===== src/rtl/wrrm_pkg.sv =====
// Shared types and constants for the weighted run region merger.
package wrrm_pkg;

    localparam int MAX_RUNS    = 64;
    localparam int MAX_COLUMNS = 65536;
    localparam int RUN_AW      = $clog2(MAX_RUNS);
    localparam int CNT_W       = RUN_AW + 1;
    localparam int COL_W       = $clog2(MAX_COLUMNS) + 1;
    localparam int POS_W       = 16;
    localparam int WGT_W       = 26;
    localparam int WF_W        = 10;
    localparam int ML_W        = 16;

    localparam logic CFG_BAD_SCALE   = 1'b0;
    localparam logic CFG_MERGE_FLOOR = 1'b1;

    typedef struct packed {
        logic column_good;
        logic last_column;
    } col_item_t;

    typedef struct packed {
        logic [POS_W-1:0] start;
        logic [POS_W-1:0] stop;
        logic             good;
        logic [WGT_W-1:0] weight;
    } run_entry_t;

    typedef enum logic [3:0] {
        ST_FILL,
        ST_SCAN,
        ST_DECIDE,
        ST_MERGE,
        ST_PLACE,
        ST_SHIFT,
        ST_EMIT_RD,
        ST_EMIT,
        ST_OVF
    } eng_state_t;

endpackage


===== src/rtl/wrrm_front.sv =====
// Input stage: accepts columns and holds them in a short queue for the engine.
module wrrm_front
    import wrrm_pkg::*;
(
    input  logic      clk,
    input  logic      rst_n,
    input  logic      s_tvalid,
    output logic      s_tready,
    input  col_item_t s_item,
    output logic      q_valid,
    input  logic      q_ready,
    output col_item_t q_item
);

    col_item_t  mem_reg [4];
    logic [1:0] wp_reg, rp_reg;
    logic [2:0] cnt_reg;
    logic       push, pop;

    assign s_tready = (cnt_reg != 3'd4);
    assign q_valid  = (cnt_reg != 3'd0);
    assign q_item   = mem_reg[rp_reg];
    assign push     = s_tvalid && s_tready;
    assign pop      = q_valid && q_ready;

    always_ff @(posedge clk)
    begin
        if (push)
        begin
            mem_reg[wp_reg] <= s_item;
        end
    end

    always_ff @(posedge clk or negedge rst_n)
    begin
        if (!rst_n)
        begin
            wp_reg  <= '0;
            rp_reg  <= '0;
            cnt_reg <= '0;
        end
        else
        begin
            if (push)
            begin
                wp_reg <= wp_reg + 2'd1;
            end
            if (pop)
            begin
                rp_reg <= rp_reg + 2'd1;
            end
            cnt_reg <= cnt_reg + {2'd0, push} - {2'd0, pop};
        end
    end

endmodule


===== src/rtl/wrrm_engine.sv =====
// Run builder, merge reduction and result sequencer.
module wrrm_engine
    import wrrm_pkg::*;
(
    input  logic               clk,
    input  logic               rst_n,
    input  logic               q_valid,
    output logic               q_ready,
    input  col_item_t          q_item,
    input  logic [WF_W-1:0]    bad_scale,
    input  logic [ML_W-1:0]    merge_floor,
    output logic               m_tvalid,
    input  logic               m_tready,
    output logic [63:0]        m_tdata,
    output logic               m_tlast,
    output logic               m_tuser
);

    run_entry_t        run_mem [MAX_RUNS];
    run_entry_t        rd_reg;

    eng_state_t        state_reg, state_next;
    logic [CNT_W-1:0]  cnt_reg;
    logic [COL_W-1:0]  col_reg;
    logic              ovf_reg;
    logic [POS_W-1:0]  tail_start_reg;
    logic              tail_good_reg;
    logic [CNT_W-1:0]  iss_reg;
    logic              rv_reg;
    logic [RUN_AW-1:0] ridx_reg;
    logic [RUN_AW-1:0] best_reg, lo_reg, hi_reg;
    logic [WGT_W-1:0]  bw_reg, sum_reg;
    logic              bgood_reg;
    logic [POS_W-1:0]  mstart_reg, mstop_reg;
    logic              obusy_reg;

    logic              take;
    logic              out_free;
    logic              load_out;
    logic [CNT_W-1:0]  last_idx;
    logic [RUN_AW-1:0] last_a;
    logic              extend;
    logic              col_ok;
    logic              scan_go;
    logic              shift_done;
    logic [RUN_AW-1:0] gap;
    logic [RUN_AW-1:0] lo_calc, hi_calc;
    logic [POS_W:0]    len_ext;
    logic [POS_W+WF_W:0] prod;
    logic [WGT_W-1:0]  ext_weight;
    logic              rd_en;
    logic [RUN_AW-1:0] rd_addr;
    logic              wr_en;
    logic [RUN_AW-1:0] wr_addr;
    run_entry_t        wr_data;

    assign last_idx   = cnt_reg - CNT_W'(1);
    assign last_a     = last_idx[RUN_AW-1:0];
    assign out_free   = !obusy_reg || m_tready;
    assign take       = q_valid && (state_reg == ST_FILL);
    assign extend     = (cnt_reg != '0) && (tail_good_reg == q_item.column_good);
    assign col_ok     = !ovf_reg && (col_reg < COL_W'(MAX_COLUMNS));
    assign scan_go    = !ovf_reg && (cnt_reg >= CNT_W'(2));
    assign shift_done = (iss_reg >= cnt_reg) && !rv_reg;
    assign gap        = hi_reg - lo_reg;
    assign lo_calc    = (best_reg != '0) ? best_reg - 1'b1 : best_reg;
    assign hi_calc    = ({1'b0, best_reg} != last_idx) ? best_reg + 1'b1 : best_reg;
    assign len_ext    = {1'b0, col_reg[POS_W-1:0]} - {1'b0, tail_start_reg} + (POS_W+1)'(1);

    always_comb
    begin
        prod       = (POS_W+WF_W+1)'(len_ext) * (POS_W+WF_W+1)'(bad_scale);
        ext_weight = q_item.column_good ? WGT_W'(len_ext) : prod[WGT_W-1:0];
    end

    always_ff @(posedge clk)
    begin
        if (wr_en)
        begin
            run_mem[wr_addr] <= wr_data;
        end
        if (rd_en)
        begin
            rd_reg <= run_mem[rd_addr];
        end
    end

    always_comb
    begin
        state_next = state_reg;
        case (state_reg)
            ST_FILL:
            begin
                if (take && q_item.last_column)
                begin
                    state_next = ST_SCAN;
                end
            end
            ST_SCAN:
            begin
                if (ovf_reg)
                begin
                    state_next = ST_OVF;
                end
                else if (cnt_reg < CNT_W'(2))
                begin
                    state_next = ST_EMIT_RD;
                end
                else if (rv_reg && {1'b0, ridx_reg} == last_idx)
                begin
                    state_next = ST_DECIDE;
                end
            end
            ST_DECIDE:
            begin
                state_next = (bw_reg < WGT_W'(merge_floor)) ? ST_MERGE : ST_EMIT_RD;
            end
            ST_MERGE:
            begin
                if (rv_reg && ridx_reg == hi_reg)
                begin
                    state_next = ST_PLACE;
                end
            end
            ST_PLACE:
            begin
                state_next = ST_SHIFT;
            end
            ST_SHIFT:
            begin
                if (shift_done)
                begin
                    state_next = ST_SCAN;
                end
            end
            ST_EMIT_RD:
            begin
                state_next = ST_EMIT;
            end
            ST_EMIT:
            begin
                if (out_free)
                begin
                    state_next = ({1'b0, ridx_reg} == last_idx) ? ST_FILL : ST_EMIT_RD;
                end
            end
            ST_OVF:
            begin
                if (out_free)
                begin
                    state_next = ST_FILL;
                end
            end
            default:
            begin
                state_next = ST_FILL;
            end
        endcase
    end

    always_comb
    begin
        q_ready  = 1'b0;
        load_out = 1'b0;
        rd_en    = 1'b0;
        rd_addr  = iss_reg[RUN_AW-1:0];
        wr_en    = 1'b0;
        wr_addr  = ridx_reg - gap;
        wr_data  = rd_reg;
        case (state_reg)
            ST_FILL:
            begin
                q_ready = 1'b1;
                if (take && col_ok)
                begin
                    if (extend)
                    begin
                        wr_en          = 1'b1;
                        wr_addr        = last_a;
                        wr_data.start  = tail_start_reg;
                        wr_data.stop   = col_reg[POS_W-1:0];
                        wr_data.good   = q_item.column_good;
                        wr_data.weight = ext_weight;
                    end
                    else if (cnt_reg < CNT_W'(MAX_RUNS))
                    begin
                        wr_en          = 1'b1;
                        wr_addr        = cnt_reg[RUN_AW-1:0];
                        wr_data.start  = col_reg[POS_W-1:0];
                        wr_data.stop   = col_reg[POS_W-1:0];
                        wr_data.good   = q_item.column_good;
                        wr_data.weight = q_item.column_good ?
                            WGT_W'(1) : WGT_W'(bad_scale);
                    end
                end
            end
            ST_SCAN:
            begin
                rd_en = scan_go && (iss_reg < cnt_reg);
            end
            ST_MERGE:
            begin
                rd_en = (iss_reg <= {1'b0, hi_reg});
            end
            ST_PLACE:
            begin
                wr_en          = 1'b1;
                wr_addr        = lo_reg;
                wr_data.start  = mstart_reg;
                wr_data.stop   = mstop_reg;
                wr_data.good   = !bgood_reg;
                wr_data.weight = sum_reg;
            end
            ST_SHIFT:
            begin
                rd_en = (iss_reg < cnt_reg);
                wr_en = rv_reg;
            end
            ST_EMIT_RD:
            begin
                rd_en = 1'b1;
            end
            ST_EMIT:
            begin
                load_out = out_free;
            end
            ST_OVF:
            begin
                load_out = out_free;
            end
            default:
            begin
            end
        endcase
    end

    always_ff @(posedge clk or negedge rst_n)
    begin
        if (!rst_n)
        begin
            state_reg      <= ST_FILL;
            cnt_reg        <= '0;
            col_reg        <= '0;
            ovf_reg        <= 1'b0;
            tail_start_reg <= '0;
            tail_good_reg  <= 1'b0;
            iss_reg        <= '0;
            rv_reg         <= 1'b0;
            ridx_reg       <= '0;
            best_reg       <= '0;
            lo_reg         <= '0;
            hi_reg         <= '0;
            bw_reg         <= '0;
            sum_reg        <= '0;
            bgood_reg      <= 1'b0;
            mstart_reg     <= '0;
            mstop_reg      <= '0;
            obusy_reg      <= 1'b0;
            m_tdata        <= '0;
            m_tlast        <= 1'b0;
            m_tuser        <= 1'b0;
        end
        else
        begin
            state_reg <= state_next;
            rv_reg    <= rd_en;
            obusy_reg <= load_out || (obusy_reg && !m_tready);
            if (rd_en)
            begin
                ridx_reg <= rd_addr;
            end
            case (state_reg)
                ST_FILL:
                begin
                    iss_reg <= '0;
                    if (take && !ovf_reg)
                    begin
                        if (col_reg >= COL_W'(MAX_COLUMNS))
                        begin
                            ovf_reg <= 1'b1;
                        end
                        else if (extend)
                        begin
                            col_reg <= col_reg + COL_W'(1);
                        end
                        else if (cnt_reg >= CNT_W'(MAX_RUNS))
                        begin
                            ovf_reg <= 1'b1;
                        end
                        else
                        begin
                            cnt_reg        <= cnt_reg + CNT_W'(1);
                            col_reg        <= col_reg + COL_W'(1);
                            tail_start_reg <= col_reg[POS_W-1:0];
                            tail_good_reg  <= q_item.column_good;
                        end
                    end
                end
                ST_SCAN:
                begin
                    if (rd_en)
                    begin
                        iss_reg <= iss_reg + CNT_W'(1);
                    end
                    if (rv_reg && (ridx_reg == '0 || rd_reg.weight < bw_reg))
                    begin
                        bw_reg    <= rd_reg.weight;
                        best_reg  <= ridx_reg;
                        bgood_reg <= rd_reg.good;
                    end
                end
                ST_DECIDE:
                begin
                    lo_reg  <= lo_calc;
                    hi_reg  <= hi_calc;
                    sum_reg <= '0;
                    iss_reg <= (state_next == ST_MERGE) ? {1'b0, lo_calc} : '0;
                end
                ST_MERGE:
                begin
                    if (rd_en)
                    begin
                        iss_reg <= iss_reg + CNT_W'(1);
                    end
                    if (rv_reg)
                    begin
                        sum_reg <= sum_reg + rd_reg.weight;
                        if (ridx_reg == lo_reg)
                        begin
                            mstart_reg <= rd_reg.start;
                        end
                        if (ridx_reg == hi_reg)
                        begin
                            mstop_reg <= rd_reg.stop;
                        end
                    end
                end
                ST_PLACE:
                begin
                    iss_reg <= {1'b0, hi_reg} + CNT_W'(1);
                end
                ST_SHIFT:
                begin
                    if (shift_done)
                    begin
                        cnt_reg <= cnt_reg - {1'b0, gap};
                        iss_reg <= '0;
                    end
                    else if (rd_en)
                    begin
                        iss_reg <= iss_reg + CNT_W'(1);
                    end
                end
                ST_EMIT:
                begin
                    if (out_free)
                    begin
                        m_tdata <= {5'd0, rd_reg.weight, rd_reg.good,
                                    rd_reg.stop, rd_reg.start};
                        m_tlast <= ({1'b0, ridx_reg} == last_idx);
                        m_tuser <= 1'b0;
                        if ({1'b0, ridx_reg} == last_idx)
                        begin
                            cnt_reg <= '0;
                            col_reg <= '0;
                            ovf_reg <= 1'b0;
                            iss_reg <= '0;
                        end
                        else
                        begin
                            iss_reg <= iss_reg + CNT_W'(1);
                        end
                    end
                end
                ST_OVF:
                begin
                    if (out_free)
                    begin
                        m_tdata <= '0;
                        m_tlast <= 1'b0;
                        m_tuser <= 1'b1;
                        cnt_reg <= '0;
                        col_reg <= '0;
                        ovf_reg <= 1'b0;
                    end
                end
                default:
                begin
                end
            endcase
        end
    end

    assign m_tvalid = obusy_reg;

endmodule


===== src/rtl/weighted_run_region_merger_top.sv =====
// Columns are taken at one per cycle through a four-entry queue into a run table of up to
// 64 runs kept in a memory with registered reads. After a last column the input stalls
// while the reduction runs: a scan reads every run to find the lightest, a merge then reads,
// sums and writes back its two or three runs and moves the runs behind it down, and each
// scan of two or more runs ends with a decision whether to merge. Results are read back
// one at a time, the next only once the previous one has entered the output register; an
// overflowed block gives one all-zero result with tuser set after its last column.
// tdata: run_start, run_stop, run_good, run_weight.
module weighted_run_region_merger_top
    import wrrm_pkg::*;
(
    input  logic        clk,
    input  logic        rst_n,
    input  logic        s_axis_tvalid,
    output logic        s_axis_tready,
    input  logic [7:0]  s_axis_tdata,   // column_good
    input  logic        s_axis_tlast,   // last_column
    output logic        m_axis_tvalid,
    input  logic        m_axis_tready,
    output logic [63:0] m_axis_tdata,   // run_start, run_stop, run_good, run_weight
    output logic        m_axis_tlast,   // last_run
    output logic        m_axis_tuser,   // overflow
    input  logic        cfg_we,
    input  logic        cfg_index,
    input  logic [15:0] cfg_data
);

    logic [WF_W-1:0] bad_scale_reg;
    logic [ML_W-1:0] merge_floor_reg;
    col_item_t       s_item, q_item;
    logic            q_valid, q_ready;

    assign s_item.column_good = s_axis_tdata[0];
    assign s_item.last_column = s_axis_tlast;

    always_ff @(posedge clk or negedge rst_n)
    begin
        if (!rst_n)
        begin
            bad_scale_reg   <= WF_W'(10);
            merge_floor_reg <= ML_W'(100);
        end
        else if (cfg_we)
        begin
            case (cfg_index)
                CFG_BAD_SCALE:   bad_scale_reg   <= cfg_data[WF_W-1:0];
                CFG_MERGE_FLOOR: merge_floor_reg <= cfg_data;
                default:         merge_floor_reg <= merge_floor_reg;
            endcase
        end
    end

    wrrm_front u_front (
        .clk      (clk),
        .rst_n    (rst_n),
        .s_tvalid (s_axis_tvalid),
        .s_tready (s_axis_tready),
        .s_item   (s_item),
        .q_valid  (q_valid),
        .q_ready  (q_ready),
        .q_item   (q_item)
    );

    wrrm_engine u_engine (
        .clk         (clk),
        .rst_n       (rst_n),
        .q_valid     (q_valid),
        .q_ready     (q_ready),
        .q_item      (q_item),
        .bad_scale   (bad_scale_reg),
        .merge_floor (merge_floor_reg),
        .m_tvalid    (m_axis_tvalid),
        .m_tready    (m_axis_tready),
        .m_tdata     (m_axis_tdata),
        .m_tlast     (m_axis_tlast),
        .m_tuser     (m_axis_tuser)
    );

endmodule


===== config.mk =====
export PLATFORM = sky130hd
export DESIGN_NAME = weighted_run_region_merger_top
export DESIGN_NICKNAME = d
export VERILOG_FILES = /design/src/rtl/wrrm_pkg.sv /design/src/rtl/wrrm_front.sv /design/src/rtl/wrrm_engine.sv /design/src/rtl/weighted_run_region_merger_top.sv
export SDC_FILE = /design/constraint.sdc
export NUM_CORES = 2
export LEC_CHECK = 0
export BUFFER_PORTS_ARGS = -buffer_cell sky130_fd_sc_hd__buf_2
export CAP_MARGIN = 5
export CORE_MARGIN = 3
export CORE_UTILIZATION = 30
export CTS_CLUSTER_SIZE = 28
export DETAILED_ROUTE_END_ITERATION = 8
export MAX_ROUTING_LAYER = met4
export SKIP_CTS_REPAIR_TIMING = 1
export SLEW_MARGIN = 25
export SYNTH_ARGS = -nofsm -noshare
export SYNTH_HDL_FRONTEND = slang
export SYNTH_SLANG_ARGS = --single-unit

===== constraint.sdc =====
create_clock -name clk -period 15.9 [get_ports clk]
set_input_delay 4.77 -clock clk [delete_from_list [all_inputs] [get_ports clk]]
set_output_delay 4.77 -clock clk [all_outputs]
set_load 0.1 [all_outputs]

==> results.sh <==
export IMPL_run_status="finished, final reports clean"
export IMPL_largest_reg_flops=3776
export IMPL_postRouteAntennaNets=0
export IMPL_rsz0062_at_grt="false"
export IMPL_clkSinkCount=4101
export IMPL_skew_ns=0.0752
export IMPL_synth_edff_count=3843
export IMPL_drv_slew=0
export IMPL_path_class="register to register"
export IMPL_drive_above_1_share_pct=27.6
export IMPL_setup_viol=0
export IMPL_worst_skew_pair_late_latency_ns=0.99
export IMPL_netlist_top_cells_area="edfxtp_1 69%, mux4_2 17%, dfrtp_1 3.8%, ha_1 1.5%, fa_1 1.5%"
export IMPL_swShare_pct=19.9
export IMPL_post_route_min_period_ns=9.76
export IMPL_ios=99
export IMPL_layout_nets=8724
export IMPL_drc=0
export IMPL_grt_pass1_wl_mm=668
export IMPL_grt_pass1_vias=86400
export IMPL_slowest_stage="a221oi_1"
export IMPL_post_dp_cell_area_um2=179000
export IMPL_ir_worst_vdd_v=0.000110
export IMPL_async_flop_share_pct=6.29
export IMPL_grt_start_max_net_pins=135
export IMPL_required_ns=16.57
export IMPL_drt_pass1_iter_count=6
export IMPL_yosysSeqAreaShare_pct=72.8
export IMPL_synth_avg_cell_area_um2=20.9
export IMPL_p_total_mw=21.5
export IMPL_netlist_top_cell_by_area="edfxtp_1"
export IMPL_cts_buffer_depth=4
export IMPL_max_freq_mhz=102
export IMPL_fin_crit_sh_pct=61.4
export IMPL_port_buffers=86
export IMPL_h_tree_depth=5
export IMPL_core_um2=554000
export IMPL_rows=273
export IMPL_die_h_um=753
export IMPL_share_comb_of_total_power_pct=0.8
export IMPL_fin_tns_setup_ns=0
export IMPL_antenna_found_initial=15
export IMPL_worstPathMaxFanout=64
export IMPL_internal_power_mw=17.2
export IMPL_globalplace_congestion=0.852
export IMPL_clockPowerShare_pct=44.9
export IMPL_initial_utilization_pct=30.2
export IMPL_slowest_delay_ns=0.78
export IMPL_maxCapViolCount=0
export IMPL_area_delta_synth_final_pct=14.8
export IMPL_via_per_inst=5.32
export IMPL_fp_dieW_um=753
export IMPL_critPathArrivalTime_ns=10.43
export IMPL_design_area_um2=192000
export IMPL_relSlewSlack_pct=20.8
export IMPL_cts_made_buffers=410
export IMPL_hold_class="register to register"
export IMPL_dp_final_hpwl_mm=270
export IMPL_path_clk_slew_ns=0.06
export IMPL_synthCells=8006
export IMPL_p_leak_nw=47.8
export IMPL_vias=85800
export IMPL_synthFlopType="edfxtp_1"
export IMPL_cts_root_buf="clkbuf_16"
export IMPL_nFillCells=50900
export IMPL_synth_distinct_cells=87
export IMPL_drt_initial_drc_count=11900
export IMPL_power_density_nw_per_um2=112
export IMPL_synth_top_area_share_pct=68.9
export IMPL_p_switching_mw=4.29
export IMPL_routed_wl_mm=478
export IMPL_start_kind="register"
export IMPL_die_area_um2=567000
export IMPL_gr_total_overflow=0
export IMPL_ys_ff_latch=4101
export IMPL_worst_slew_pin_slew_ns=1.19
export IMPL_setup_worst_path_end_class="register"
export IMPL_avgRoutedWirePerCell_um=29.6
export IMPL_yosys_warnings=0
export IMPL_grt_usage_pct=16.9
export IMPL_cts_tree="done"
export IMPL_seqPwrFrac_pct=54.3
export IMPL_mappedNetlistArea_um2=167000
export IMPL_hold_viol_final=0
-- power by group through the flow --
stage / combinational [mW] / clock (mW) / sequential (mW)
finish: 0.168 / 9.65 / 11.7
global route: 0.186 / 10.2 / 11.7
CTS: 0.169 / 9.80 / 11.7
detailed placement: 0.167 / 0 / 11.9
global placement: 0.160 / 0 / 11.9
floorplan: 0.117 / 0 / 11.9
-- synthesized netlist by cell type (18+ instances only) --
cell type  instances
a211oi_1          28
a21o_1            51
a21oi_1           99
a222oi_1          18
a22o_1            34
a22oi_1           38
and2_1            99
and3_1            33
buf_1             90
clkbuf_1         311
dfrtp_1          253
edfxtp_1        3843
fa_1             123
ha_1             199
inv_1            251
mux2_2            66
mux4_2          1241
nand2_1          320
nand3_1           67
nand4_1           20
nor2_1           168
nor2b_1           23
nor3_1            41
o21ai_0          213
xnor2_1           69
xor2_1            42
-- stage by stage --
step / worst slack, ns / hold slack (ns) / instances / utilization [%]
floorplan: 5.55 / 0.446 / 8010 / -
global placement: 6.27 / 0.461 / 15400 / 32.2
detailed placement: 6.32 / 0.469 / 15400 / 32.2
CTS: 6.27 / 0.482 / 16100 / 34.7
global route: 5.57 / 0.495 / 16100 / 34.7
finish: 6.14 / 0.475 / 16100 / 34.7
-- routing by layer --
metal	vias up	wire, um	track usage, %
li1	33700	-	-
met1	46900	193000	22.8
met2	4436	226000	26.2
met3	792	45000	3.25
met4	0	13500	4.41
met5	-	0	-
-- layout by cell type, fill, tap and decap left out, types with 85 or more instances in the layout --
cell type  count
a21oi_1       97
and2_1        99
buf_2         85
buf_4        272
clkbuf_1      85
clkbuf_16    415
clkinv_1      94
dfrtp_1      246
edfxtp_1    3843
fa_1         123
ha_1         199
inv_1        250
mux4_2      1241
nand2_1      319
nor2_1       103
o21ai_0      187
-- path summary, 6_finish.rpt --
path / slack [ns] / cells after the start / start / end
max: 6.14 / 34 / u_engine.col_reg[1] / u_engine.run_mem[43][25]
min: 0.48 / 2 / u_engine.m_tdata[8] / u_engine.m_tdata[8]
max reg2reg: 6.14 / 34 / u_engine.col_reg[1] / u_engine.run_mem[43][25]
min reg2reg: 0.48 / 2 / u_engine.m_tdata[8] / u_engine.m_tdata[8]
max in group asynchronous: 10.81 / 3 / rst_n / u_engine.m_tdata[18]
min in group asynchronous: 3.85 / 1 / rst_n / u_engine.hi_reg[0]
-- final cells by class --
class / count / area, um^2 / area share, %
clock inverter: 240 / 2450 / 1.28
clock buffer: 516 / 10900 / 5.68
sequential: 4101 / 122000 / 63.4
tap: 7425 / 9290 / 4.83
antenna: 7 / 17.5 / 0.00911
multi-input combinational: 3235 / 43900 / 22.9
timing repair buffer: 371 / 2750 / 1.43
inverter: 252 / 948 / 0.493
-- cells by family (layout without fill, tap and decap cells) --
| family | count (synthesis) | after routing | synth area share [%] |
|---|---|---|---|
| flip-flops | 4101 | 4101 | 72.8 |
| multiplexers | 1324 | 1324 | 17.2 |
| AND/OR/NAND/NOR | 831 | 831 | 2.34 |
| buffers and inverters | 674 | 1379 | 1.55 |
| AO/OA/AOI/OAI | 641 | 641 | 2.50 |
| adder cells (fa/ha/maj) | 322 | 322 | 2.96 |
| XOR/XNOR | 112 | 112 | 0.594 |
| other | 1 | 12 | 0.00224 |
-- worst max-delay path, delay by kind of cell, from the launching register on --
kind / cells / cell delay [ns]
fa+ha+maj: 9 / 3.85
compound gates: 8 / 2.23
buf+inv: 8 / 1.22
simple gates: 6 / 1.03
flops: 1 / 0.59
xor+xnor: 3 / 0.43
(Power assumes the default switching activity.)
